### config.mk
export PLATFORM = sky130hd
export DESIGN_NAME = poly_cv_gate_to_note_events
export DESIGN_NICKNAME = d
export VERILOG_FILES = /design/src/hw/rtl/cvg_pkg.sv /design/src/hw/rtl/cvg_regs.sv /design/src/hw/rtl/cvg_ctrl.sv /design/src/hw/rtl/cvg_datapath.sv /design/src/hw/rtl/poly_cv_gate_to_note_events.sv
export SDC_FILE = /design/constraint.sdc
export NUM_CORES = 2
export LEC_CHECK = 0
export BUFFER_PORTS_ARGS = -buffer_cell sky130_fd_sc_hd__buf_2
export CAP_MARGIN = 20
export CORE_AREA = 2 2 276 346
export CTS_BUF_LIST = sky130_fd_sc_hd__clkbuf_4
export DETAILED_ROUTE_END_ITERATION = 8
export DIE_AREA = 0 0 278 348
export GPL_ROUTABILITY_DRIVEN = 0
export HOLD_SLACK_MARGIN = 0.05
export PLACE_DENSITY_LB_ADDON = 0.2
export SETUP_SLACK_MARGIN = 0.5
export SYNTH_ARGS = -nofsm -noshare
export SYNTH_HDL_FRONTEND = slang
export SYNTH_SLANG_ARGS = --single-unit
### constraint.sdc
create_clock -name clk_i -period 12 [get_ports clk_i]
set_clock_uncertainty 0.15 [all_clocks]
set_input_delay 0.6 -clock clk_i [delete_from_list [all_inputs] [get_ports clk_i]]
set_output_delay 0.6 -clock clk_i [all_outputs]
set_load 0.02 [all_outputs]
### src/hw/rtl/cvg_pkg.sv
// Shared types, constants and codes for the CV/gate to note event engine.
package cvg_pkg;

  // Sizes and limits
  localparam int VOICES_DEF  = 16;
  localparam int BLOCK_SIZE  = 128;
  localparam int OFFSET_MAX  = BLOCK_SIZE - 1;
  localparam int MAX_EVENTS  = 16;
  localparam int CNT_W       = $clog2(MAX_EVENTS);
  localparam int ID_W        = 31;
  localparam int CFG_AW      = 4;
  localparam int CFG_DW      = 32;
  localparam int RECIP_SHIFT = 19;

  localparam logic [ID_W-1:0]   ID_MAX      = '1;
  localparam logic [ID_W-1:0]   ID_FIRST    = 31'd1;
  localparam logic signed [15:0] GATE_ON    = 16'sd1024;
  localparam logic [10:0]       Q10_FULL    = 11'd1024;
  localparam logic [10:0]       DEFAULT_VEL = 11'd806;
  localparam logic [10:0]       THRESH_RST  = 11'd20;
  localparam logic [15:0]       RECIP_TEN   = 16'd52429;
  localparam logic [6:0]        NOTE_CENTRE = 7'd60;
  localparam logic [6:0]        NOTE_TOP    = 7'd127;

  // Register map, one word per register
  typedef enum logic [1:0] {
    REG_BYPASS     = 2'd0,
    REG_VEL_CONN   = 2'd1,
    REG_PRESS_CONN = 2'd2,
    REG_THRESH     = 2'd3
  } reg_idx_e;

  typedef enum logic {
    CMD_VOICE = 1'b0,
    CMD_PANIC = 1'b1
  } command_e;

  typedef enum logic [1:0] {
    EV_NOTE_ON    = 2'd0,
    EV_NOTE_OFF   = 2'd1,
    EV_POLY_PRESS = 2'd2
  } event_kind_e;

  typedef enum logic [2:0] {
    ST_IDLE,
    ST_DECIDE,
    ST_OFF,
    ST_ON,
    ST_PRESS,
    ST_WALK,
    ST_PANIC_OFF
  } state_e;

  // Which event the output register is loaded with
  typedef enum logic [1:0] {
    SEL_OFF,
    SEL_ON,
    SEL_PRESS,
    SEL_PANIC
  } sel_e;

  typedef struct packed {
    logic              command;
    logic [3:0]        channel;
    logic [6:0]        sample_offset;
    logic signed [15:0] gate_voltage;
    logic signed [15:0] pitch_voltage;
    logic signed [15:0] velocity_voltage;
    logic signed [15:0] pressure_voltage;
  } in_beat_t;

  typedef struct packed {
    logic [1:0]      event_kind;
    logic [6:0]      event_offset;
    logic [3:0]      event_channel;
    logic [6:0]      event_note;
    logic [ID_W-1:0] event_id;
    logic [10:0]     event_value;
    logic            last_event;
  } out_beat_t;

  typedef struct packed {
    logic        bypass;
    logic        velocity_connected;
    logic        pressure_connected;
    logic [10:0] pressure_threshold;
  } cfg_t;

  // Controller to datapath
  typedef struct packed {
    logic accept;
    logic emit;
    sel_e sel;
    logic walk_read;
    logic walk_step;
  } cmd_t;

  // Datapath to controller
  typedef struct packed {
    logic is_panic;
    logic do_off;
    logic do_on;
    logic do_press;
    logic slot_free;
    logic walk_hit;
    logic walk_end;
    logic panic_last;
  } status_t;

endpackage

### src/hw/rtl/cvg_regs.sv
// APB-style configuration registers of the note event engine.
module cvg_regs (
  input  logic                      clk_i,
  input  logic                      rst_ni,
  input  logic                      psel,
  input  logic                      penable,
  input  logic                      pwrite,
  input  logic [cvg_pkg::CFG_AW-1:0] paddr,
  input  logic [cvg_pkg::CFG_DW-1:0] pwdata,
  output logic [cvg_pkg::CFG_DW-1:0] prdata,
  output logic                      pready,
  output cvg_pkg::cfg_t             cfg_o
);
  import cvg_pkg::*;

  cfg_t     cfg_q;
  logic     wr_en;
  reg_idx_e idx;

  assign pready = 1'b1;
  assign wr_en  = psel & penable & pwrite & pready;
  assign idx    = reg_idx_e'(paddr[3:2]);
  assign cfg_o  = cfg_q;

  // Register writes on the access phase
  always_ff @(posedge clk_i or negedge rst_ni) begin
    if (!rst_ni) begin
      cfg_q.bypass             <= 1'b0;
      cfg_q.velocity_connected <= 1'b0;
      cfg_q.pressure_connected <= 1'b0;
      cfg_q.pressure_threshold <= THRESH_RST;
    end else if (wr_en) begin
      case (idx)
        REG_BYPASS:     cfg_q.bypass             <= pwdata[0];
        REG_VEL_CONN:   cfg_q.velocity_connected <= pwdata[0];
        REG_PRESS_CONN: cfg_q.pressure_connected <= pwdata[0];
        REG_THRESH:     cfg_q.pressure_threshold <= pwdata[10:0];
        default: ;
      endcase
    end
  end

  // Read-back
  always_comb begin
    prdata = '0;
    case (idx)
      REG_BYPASS:     prdata = CFG_DW'(cfg_q.bypass);
      REG_VEL_CONN:   prdata = CFG_DW'(cfg_q.velocity_connected);
      REG_PRESS_CONN: prdata = CFG_DW'(cfg_q.pressure_connected);
      REG_THRESH:     prdata = CFG_DW'(cfg_q.pressure_threshold);
      default:        prdata = '0;
    endcase
  end

endmodule

### src/hw/rtl/cvg_ctrl.sv
// Sequencing state machine: voice decisions, event emission and the panic walk.
module cvg_ctrl (
  input  logic              clk_i,
  input  logic              rst_ni,
  input  logic              in_valid_i,
  output logic              in_stall_o,
  input  cvg_pkg::status_t  status_i,
  output cvg_pkg::cmd_t     cmd_o
);
  import cvg_pkg::*;

  state_e state_q, state_d;

  always_ff @(posedge clk_i or negedge rst_ni) begin
    if (!rst_ni) begin
      state_q <= ST_IDLE;
    end else begin
      state_q <= state_d;
    end
  end

  // Next state
  always_comb begin
    state_d = state_q;
    case (state_q)
      ST_IDLE: begin
        if (in_valid_i) state_d = status_i.is_panic ? ST_WALK : ST_DECIDE;
      end
      ST_DECIDE: begin
        if (status_i.do_off)        state_d = ST_OFF;
        else if (status_i.do_on)    state_d = ST_ON;
        else if (status_i.do_press) state_d = ST_PRESS;
        else                        state_d = ST_IDLE;
      end
      ST_OFF: begin
        if (status_i.slot_free) state_d = status_i.do_on ? ST_ON : ST_IDLE;
      end
      ST_ON: begin
        if (status_i.slot_free) state_d = status_i.do_press ? ST_PRESS : ST_IDLE;
      end
      ST_PRESS: begin
        if (status_i.slot_free) state_d = ST_IDLE;
      end
      ST_WALK: begin
        if (status_i.walk_hit)      state_d = ST_PANIC_OFF;
        else if (status_i.walk_end) state_d = ST_IDLE;
      end
      ST_PANIC_OFF: begin
        if (status_i.slot_free) state_d = status_i.panic_last ? ST_IDLE : ST_WALK;
      end
      default: state_d = ST_IDLE;
    endcase
  end

  // Commands
  always_comb begin
    cmd_o      = '0;
    cmd_o.sel  = SEL_OFF;
    in_stall_o = (state_q != ST_IDLE);
    case (state_q)
      ST_IDLE: cmd_o.accept = in_valid_i;
      ST_DECIDE: ;
      ST_OFF: begin
        cmd_o.emit = status_i.slot_free;
        cmd_o.sel  = SEL_OFF;
      end
      ST_ON: begin
        cmd_o.emit = status_i.slot_free;
        cmd_o.sel  = SEL_ON;
      end
      ST_PRESS: begin
        cmd_o.emit = status_i.slot_free;
        cmd_o.sel  = SEL_PRESS;
      end
      ST_WALK: begin
        cmd_o.walk_read = status_i.walk_hit;
        cmd_o.walk_step = !status_i.walk_hit && !status_i.walk_end;
      end
      ST_PANIC_OFF: begin
        cmd_o.emit      = status_i.slot_free;
        cmd_o.sel       = SEL_PANIC;
        cmd_o.walk_step = status_i.slot_free && !status_i.panic_last;
      end
      default: ;
    endcase
  end

endmodule

### src/hw/rtl/cvg_datapath.sv
// Voice state, note and Q10 arithmetic, panic walk and the output register.
module cvg_datapath #(
  parameter int VOICES = cvg_pkg::VOICES_DEF
) (
  input  logic                clk_i,
  input  logic                rst_ni,
  input  cvg_pkg::in_beat_t   in_data_i,
  input  cvg_pkg::cfg_t       cfg_i,
  input  cvg_pkg::cmd_t       cmd_i,
  output cvg_pkg::status_t    status_o,
  output logic                out_valid_o,
  input  logic                out_stall_i,
  output cvg_pkg::out_beat_t  out_data_o
);
  import cvg_pkg::*;

  localparam int VW = (VOICES > 1) ? $clog2(VOICES) : 1;

  // Voice memories: written only while a voice is live, so no reset
  logic [6:0]      note_mem [VOICES];
  logic [ID_W-1:0] id_mem   [VOICES];
  logic [10:0]     pr_mem   [VOICES];

  // Per-voice flags
  logic [VOICES-1:0] active_q, pvalid_q, pending_q;

  // Captured beat and first-stage arithmetic
  in_beat_t          in_q;
  logic              was_q, pv_q, high_q;
  logic signed [19:0] t_q;
  logic [31:0]       vp_q, pp_q;
  logic [6:0]        rd_note_q;
  logic [ID_W-1:0]   rd_id_q;
  logic [10:0]       rd_pr_q;

  logic [ID_W-1:0] next_id_q, new_id_q;
  logic [VW-1:0]   idx_q;
  logic [CNT_W-1:0] cnt_q;

  logic      out_valid_q;
  out_beat_t out_q, out_d;

  // Combinational helpers
  logic              slot_free;
  logic [VW-1:0]     ch_idx, in_idx, rd_addr;
  logic              rd_en, ch_ok, in_ok, voice_ok;
  logic signed [19:0] pitch_ext;
  logic [15:0]       v_plus, p_plus;
  logic [31:0]       vp_d, pp_d;
  logic [19:0]       mag;
  logic [20:0]       rsum;
  logic [9:0]        rnd;
  logic [6:0]        note_c, off_c;
  logic [10:0]       vel_c, pr_c, pr_old, pr_diff;
  logic              chg, do_off, do_on, do_press, panic_last;
  logic [VOICES-1:0] others;

  function automatic logic [10:0] q10_of(input logic [31:0] prod);
    logic [12:0] q;
    q = prod[31:RECIP_SHIFT];
    return (q > 13'(Q10_FULL)) ? Q10_FULL : q[10:0];
  endfunction

  assign slot_free = !out_valid_q || !out_stall_i;
  assign in_idx    = VW'(in_data_i.channel);
  assign ch_idx    = VW'(in_q.channel);
  assign in_ok     = int'(in_data_i.channel) < VOICES;
  assign ch_ok     = int'(in_q.channel) < VOICES;
  assign voice_ok  = !cfg_i.bypass && ch_ok;

  // Input-side products: pitch times twelve, Q10 by reciprocal of ten
  assign pitch_ext = {{4{in_data_i.pitch_voltage[15]}}, in_data_i.pitch_voltage};
  assign v_plus    = $unsigned(in_data_i.velocity_voltage) + 16'd5;
  assign p_plus    = $unsigned(in_data_i.pressure_voltage) + 16'd5;
  assign vp_d = (in_data_i.velocity_voltage > 16'sd0) ?
                ({16'd0, v_plus} * {16'd0, RECIP_TEN}) : '0;
  assign pp_d = (in_data_i.pressure_voltage > 16'sd0) ?
                ({16'd0, p_plus} * {16'd0, RECIP_TEN}) : '0;

  always_ff @(posedge clk_i) begin
    if (cmd_i.accept) begin
      in_q   <= in_data_i;
      was_q  <= in_ok ? active_q[in_idx] : 1'b0;
      pv_q   <= in_ok ? pvalid_q[in_idx] : 1'b0;
      high_q <= in_data_i.gate_voltage > GATE_ON;
      t_q    <= pitch_ext * 20'sd12;
      vp_q   <= vp_d;
      pp_q   <= pp_d;
    end
  end

  // Note: round half away from zero, offset by the centre note, clamped
  always_comb begin
    mag  = t_q[19] ? 20'(-t_q) : 20'(t_q);
    rsum = 21'(mag) + 21'd512;
    rnd  = 10'(rsum >> 10);
    if (t_q[19]) begin
      note_c = (rnd > 10'(NOTE_CENTRE)) ? 7'd0 : 7'(10'(NOTE_CENTRE) - rnd);
    end else begin
      note_c = (rnd > 10'(NOTE_TOP - NOTE_CENTRE)) ? NOTE_TOP :
               7'(10'(NOTE_CENTRE) + rnd);
    end
  end

  // Event decisions, all from registers that hold still for the whole item
  always_comb begin
    off_c    = (int'(in_q.sample_offset) > OFFSET_MAX) ? 7'(OFFSET_MAX) :
               in_q.sample_offset;
    vel_c    = cfg_i.velocity_connected ? q10_of(vp_q) : DEFAULT_VEL;
    pr_c     = q10_of(pp_q);
    pr_old   = pv_q ? rd_pr_q : 11'd0;
    pr_diff  = (pr_c > pr_old) ? (pr_c - pr_old) : (pr_old - pr_c);
    chg      = note_c != rd_note_q;
    do_off   = voice_ok && was_q && (!high_q || chg);
    do_on    = voice_ok && high_q && (!was_q || chg);
    do_press = voice_ok && high_q && was_q && cfg_i.pressure_connected &&
               (pr_diff > cfg_i.pressure_threshold);
  end

  // Panic: last beat when the count limit is hit or nothing is left above
  always_comb begin
    others        = pending_q;
    others[idx_q] = 1'b0;
    panic_last    = (cnt_q == CNT_W'(MAX_EVENTS - 1)) || !(|others);
  end

  always_comb begin
    status_o.is_panic   = in_data_i.command == CMD_PANIC;
    status_o.do_off     = do_off;
    status_o.do_on      = do_on;
    status_o.do_press   = do_press;
    status_o.slot_free  = slot_free;
    status_o.walk_hit   = pending_q[idx_q];
    status_o.walk_end   = idx_q == VW'(VOICES - 1);
    status_o.panic_last = panic_last;
  end

  // Single read port: channel on accept, walk index during panic
  assign rd_en   = cmd_i.accept || cmd_i.walk_read;
  assign rd_addr = cmd_i.accept ? in_idx : idx_q;

  always_ff @(posedge clk_i) begin
    if (rd_en) begin
      rd_note_q <= note_mem[rd_addr];
      rd_id_q   <= id_mem[rd_addr];
      rd_pr_q   <= pr_mem[rd_addr];
    end
  end

  always_ff @(posedge clk_i) begin
    if (cmd_i.emit && cmd_i.sel == SEL_ON) begin
      note_mem[ch_idx] <= note_c;
    end
  end

  always_ff @(posedge clk_i) begin
    if (cmd_i.emit && cmd_i.sel == SEL_ON) begin
      id_mem[ch_idx] <= next_id_q;
    end
  end

  always_ff @(posedge clk_i) begin
    if (cmd_i.emit && cmd_i.sel == SEL_PRESS) begin
      pr_mem[ch_idx] <= pr_c;
    end
  end

  // Voice flags, id counter and walk position
  always_ff @(posedge clk_i or negedge rst_ni) begin
    if (!rst_ni) begin
      active_q  <= '0;
      pvalid_q  <= '0;
      pending_q <= '0;
      next_id_q <= ID_FIRST;
      idx_q     <= '0;
      cnt_q     <= '0;
    end else begin
      if (cmd_i.accept && in_data_i.command == CMD_PANIC) begin
        pending_q <= active_q;
        active_q  <= '0;
        pvalid_q  <= '0;
        idx_q     <= '0;
        cnt_q     <= '0;
      end
      if (cmd_i.emit) begin
        case (cmd_i.sel)
          SEL_OFF: begin
            if (!high_q) active_q[ch_idx] <= 1'b0;
          end
          SEL_ON: begin
            active_q[ch_idx] <= 1'b1;
            next_id_q <= (next_id_q == ID_MAX) ? ID_FIRST : next_id_q + ID_FIRST;
          end
          SEL_PRESS: pvalid_q[ch_idx] <= 1'b1;
          SEL_PANIC: begin
            pending_q[idx_q] <= 1'b0;
            cnt_q <= cnt_q + CNT_W'(1);
          end
          default: ;
        endcase
      end
      if (cmd_i.walk_step) idx_q <= idx_q + VW'(1);
    end
  end

  // Id handed out by the latest note-on, for a pressure beat that follows it
  always_ff @(posedge clk_i) begin
    if (cmd_i.emit && cmd_i.sel == SEL_ON) new_id_q <= next_id_q;
  end

  // Output beat selection
  always_comb begin
    out_d.event_offset  = off_c;
    out_d.event_channel = in_q.channel;
    out_d.event_note    = rd_note_q;
    out_d.event_id      = rd_id_q;
    out_d.event_value   = 11'd0;
    out_d.event_kind    = EV_NOTE_OFF;
    out_d.last_event    = 1'b1;
    case (cmd_i.sel)
      SEL_OFF: out_d.last_event = !high_q;
      SEL_ON: begin
        out_d.event_kind  = EV_NOTE_ON;
        out_d.event_note  = note_c;
        out_d.event_id    = next_id_q;
        out_d.event_value = vel_c;
        out_d.last_event  = !do_press;
      end
      SEL_PRESS: begin
        out_d.event_kind  = EV_POLY_PRESS;
        out_d.event_note  = do_on ? note_c : rd_note_q;
        out_d.event_id    = do_on ? new_id_q : rd_id_q;
        out_d.event_value = pr_c;
      end
      SEL_PANIC: begin
        out_d.event_offset  = 7'd0;
        out_d.event_channel = 4'(idx_q);
        out_d.last_event    = panic_last;
      end
      default: ;
    endcase
  end

  // Output register: holds a beat until taken
  always_ff @(posedge clk_i or negedge rst_ni) begin
    if (!rst_ni) begin
      out_valid_q <= 1'b0;
    end else if (cmd_i.emit) begin
      out_valid_q <= 1'b1;
    end else if (!out_stall_i) begin
      out_valid_q <= 1'b0;
    end
  end

  always_ff @(posedge clk_i) begin
    if (cmd_i.emit) out_q <= out_d;
  end

  assign out_valid_o = out_valid_q;
  assign out_data_o  = out_q;

  // Checks
  a_emit_free: assert property (@(posedge clk_i) disable iff (!rst_ni)
    cmd_i.emit |-> slot_free)
    else $error("beat loaded while output register still full");

  a_panic_clears: assert property (@(posedge clk_i) disable iff (!rst_ni)
    (cmd_i.accept && in_data_i.command == CMD_PANIC) |=>
      (active_q == '0 && pvalid_q == '0))
    else $error("panic left a voice active or a pressure stored");

  a_walk_hit: assert property (@(posedge clk_i) disable iff (!rst_ni)
    cmd_i.walk_read |-> pending_q[idx_q])
    else $error("panic read at a voice that was not pending");

  a_on_id: assert property (@(posedge clk_i) disable iff (!rst_ni)
    (out_valid_q && out_q.event_kind == EV_NOTE_ON) |-> out_q.event_id != '0)
    else $error("note-on carries a zero id");

  a_next_id: assert property (@(posedge clk_i) disable iff (!rst_ni)
    next_id_q != '0)
    else $error("id counter reached zero");

endmodule

### src/hw/rtl/poly_cv_gate_to_note_events.sv
// Top level of the polyphonic CV/gate to note event engine.
// Voice beat: accept, a decision state, then one state per event (up to three: off, on,
//   pressure), each held while the output register is still full.
// Panic beat: accept, then a walk over the voices with a note-off for each active voice,
//   at most MAX_EVENTS. Output stalls hold both; an output register parts the sides.
// Reset clears all voices and stored pressures and restores configuration defaults; ids restart at one.
module poly_cv_gate_to_note_events #(
  parameter int VOICES = cvg_pkg::VOICES_DEF
) (
  input  logic                       clk_i,
  input  logic                       rst_ni,
  input  logic                       in_valid_i,
  output logic                       in_stall_o,
  input  cvg_pkg::in_beat_t          in_data_i,
  output logic                       out_valid_o,
  input  logic                       out_stall_i,
  output cvg_pkg::out_beat_t         out_data_o,
  input  logic                       psel,
  input  logic                       penable,
  input  logic                       pwrite,
  input  logic [cvg_pkg::CFG_AW-1:0] paddr,
  input  logic [cvg_pkg::CFG_DW-1:0] pwdata,
  output logic [cvg_pkg::CFG_DW-1:0] prdata,
  output logic                       pready
);
  import cvg_pkg::*;

  cfg_t    cfg;
  cmd_t    cmd;
  status_t status;

  cvg_regs u_regs (
    .clk_i   (clk_i),
    .rst_ni  (rst_ni),
    .psel    (psel),
    .penable (penable),
    .pwrite  (pwrite),
    .paddr   (paddr),
    .pwdata  (pwdata),
    .prdata  (prdata),
    .pready  (pready),
    .cfg_o   (cfg)
  );

  cvg_ctrl u_ctrl (
    .clk_i      (clk_i),
    .rst_ni     (rst_ni),
    .in_valid_i (in_valid_i),
    .in_stall_o (in_stall_o),
    .status_i   (status),
    .cmd_o      (cmd)
  );

  cvg_datapath #(
    .VOICES (VOICES)
  ) u_datapath (
    .clk_i       (clk_i),
    .rst_ni      (rst_ni),
    .in_data_i   (in_data_i),
    .cfg_i       (cfg),
    .cmd_i       (cmd),
    .status_o    (status),
    .out_valid_o (out_valid_o),
    .out_stall_i (out_stall_i),
    .out_data_o  (out_data_o)
  );

endmodule
==> results.md <==
- Status: finished, final reports clean
- Arrival time worst endpoint: approximately 8.4 ns
- Synth Cell Area: approximately 56,000 um^2
- Vias in the first global route: 35,500
- Total GRT Usage: 28.5%
- Setup Viol. Count Final: 0
- WP data required: between 10 and 15 ns
- Post-DP HPWL: just over 80 mm
- Hold Vio Cnt, Final: 0
- Synthesis Warnings: 0
- M3 GR Usage: 4.89%
- Commonest cells after routing, fill and taps aside: edfxtp_1 (985), inv_1 (376), clkbuf_4 (360), ha_1 (338), nand2_1 (309)
- Max-slew violations: 0
- PortBufs: ~170
- Hold path startpoint: in_data_i[14]
- Post-synth EDFFs: around 990
- Initial cell density of the core: about three fifths
- GRT Max-Usage Layer: met2
- GRT overflow: 0
- Fill count: between 6,000 and 7,000
- CTS resizes: 0
- Slew of the pin with the lowest slew margin: 1.05 ns
- TritonCTS clock tree: yes
- Largest net degree at the start of global routing: around 150
- Max IR drop VDD: roughly 0.21 mV
- Most common library cell in the layout ignoring fill and taps: edfxtp_1
- Buf/Inv on CP: 2
- Avg Inst Size Synth: about 15 um^2
- DRC Markers: 0
- Max Clk Rate: roughly 130 MHz
- Post-synthesis sequential area ratio: between 50% and 60%
- CP max-delay cell: inv_1
- DR vias: between 30,000 and 40,000
- Area grow syn2layout: 11.4%
- Final ANT Viol Nets: 0
- Endpoint type of the worst setup path: flop
- DIE AREA: 96,700 um^2
- Synthesized instance count: 3,835
- Worst Setup Start Kind: flop
- Routed WL: about 140 mm
- Hold WS: roughly 0.20 ns
- Root buf cell: clkbuf_4
- Final Cycle Share: 63.7%
- Core box area: between 90,000 and 100,000 um^2
- CTS clk-pin slew, worst paths: 0.07 ns
- Share of layout cells above drive strength 1: between 20 and 25%
- Pre-antenna DRT Iters: 6
- WL/cell: between 20 and 25 um
- Initial antenna violation count: 4
- Num CTS Buffers: 239
- Clock sinks: 1,090
- Die extent in x: between 200 and 300 um
- Num rows: about 130
- Synth cell types: between 100 and 150
- Pleak: approximately 23 nW
- 1st-iter DRT viols: around 3,200
- GR Util met2: about half
- WP depth: 30
- Via/cell ratio: roughly 6
- Top cell by count, worst path: o21a_1
- CP peak stage delay: 0.68 ns
- First-pass GRT wire length: slightly above 200 mm
- Die height: 348 um
- Pwr dens: 228 nW/um^2
- Synth Flop Type: edfxtp_1
- Number of synthesized register bits: ~1,100
- TNS Setup: 0 ns
- Crit Path Max Fanout: 19
- Unrepaired setup endpoints after global routing: no
- Met1 Usage GRT: 36.0%
- R2R Path Start: u_datapath.pp_q[19]
- Hold Path Stages: 4
- I/O pin total: 217
- Slew HR: approximately 30%
- CTS max path bufs: 3
- CP startpoint: u_datapath.pp_q[19]
- H-Tree Depth: 4
- Reg2reg path depth: 30
- Clock latency at the later pin of the worst-skew pair: 1.14 ns
- Cell family with the largest share of critical-path delay: compound AO/OA/AOI/OAI gates
- Worst Path Class, Setup: flop to flop
- Period minus WS final: 7.64 ns
- Fin nets: 4,885
- HP Class: input pin to flop
- Async SR Flop Fraction: under 10%
- Number of max-cap violations: 0
[tightest hold or removal path: stages]
cell	delay [ns]
buf_2	0.11
nor4_1	0.05
a41o_1	0.41
nor2_1	0.17
[final timing paths]
check                                           endpoint  slack, ns
worst min register to register    u_datapath.pvalid_q[1]       0.33
max in group asynchronous        u_datapath.next_id_q[5]      10.12
min in group asynchronous                u_regs.cfg_o[8]       0.50
worst max-delay path            u_datapath.out_data_o[0]       4.36
worst max register to register  u_datapath.out_data_o[0]       4.36
worst min-delay path                 u_datapath.pp_q[26]       0.20
[logic make-up after synthesis]
family	after synthesis	synth area share, %
compound gates	501	6.25
flops	1090	57.7
xor+xnor	130	2.09
mux	249	9.24
fa+ha+maj	505	13.5
other cells	2	0.0135
simple gates	805	6.84
buf+inv	553	4.32
[area by class of cell]
type	count	area (um^2)	area share [%]
clock buffers	360	2700	4.35
clock inverters	71	400	0.644
repair buffers	341	2430	3.91
well taps	1216	1520	2.45
multi-input cells	2212	21500	34.6
inverters	377	1420	2.28
flip-flops and latches	1090	32200	51.8
diodes	2	5.00	0.00805
[power breakdown]
group	internal, W	total [W]	leakage [nW]	switching, W
logic	0.00257	0.00638	12.0	0.00381
clock network	0.00144	0.00285	1.86	0.00141
registers	0.00473	0.00497	9.54	0.000238
[metal layers]
metal | vias to the layer above | part of all wire, %
met4 | 0 | 4.0
li1 | 15200 | -
met3 | 324 | 7.2
met1 | 17300 | 38
met5 | - | 0
met2 | 1519 | 51
[stage by stage]
step	power, W	utilization, %	setup slack (ns)	cell area (um^2)	cells
finish	0.0142	66.3	4.36	62200	5669
global route	0.0152	66.3	3.79	62200	5669
CTS	0.0143	66.3	4.46	62200	5666
detailed placement	0.0114	61.8	3.80	58000	5130
global placement	0.0113	61.8	3.91	58000	5129
floorplan	0.00968	-	4.85	55900	3855
[sequential cells by signal, indices dropped and copies added (netlist names), 3 cells and up]
name                   cells
u_datapath.id_mem        496
u_datapath.pr_mem        176
u_datapath.note_mem      112
u_datapath.out_data_o     63
u_datapath.new_id_q       31
u_datapath.next_id_q      31
u_datapath.rd_id_q        31
u_datapath.t_q            18
u_datapath.active_q       16
u_datapath.pending_q      16
u_datapath.pvalid_q       16
u_regs.cfg_o              14
u_datapath.pp_q           13
u_datapath.vp_q           13
u_datapath.rd_pr_q        11
u_datapath.off_c           7
u_datapath.rd_note_q       7
u_datapath.ch_idx          4
u_datapath.cnt_q           4
u_datapath.idx_q           4
u_ctrl.state_q             3
[what timing repair did]
| item | CTS | global route |
|---|---|---|
| hold buffers | 105 | 0 |
| endpoints found under the hold margin | 182 | 0 |
| setup buffers | 0 | 0 |
| endpoints found under the setup margin | 0 | 0 |
[synthesized netlist by cell type, drive strengths merged, types with 88 or more instances]
cell type | count | area (um^2)
xnor2 | 88 | 797
fa | 165 | 3300
o21ai | 89 | 445
dfrtp | 102 | 2550
clkbuf | 113 | 538
nor2 | 180 | 676
inv | 376 | 1410
nand2 | 310 | 1160
edfxtp | 985 | 29600
mux4 | 212 | 4770
a21oi | 91 | 467
ha | 340 | 4250
Power figures use the tool's default switching activity.
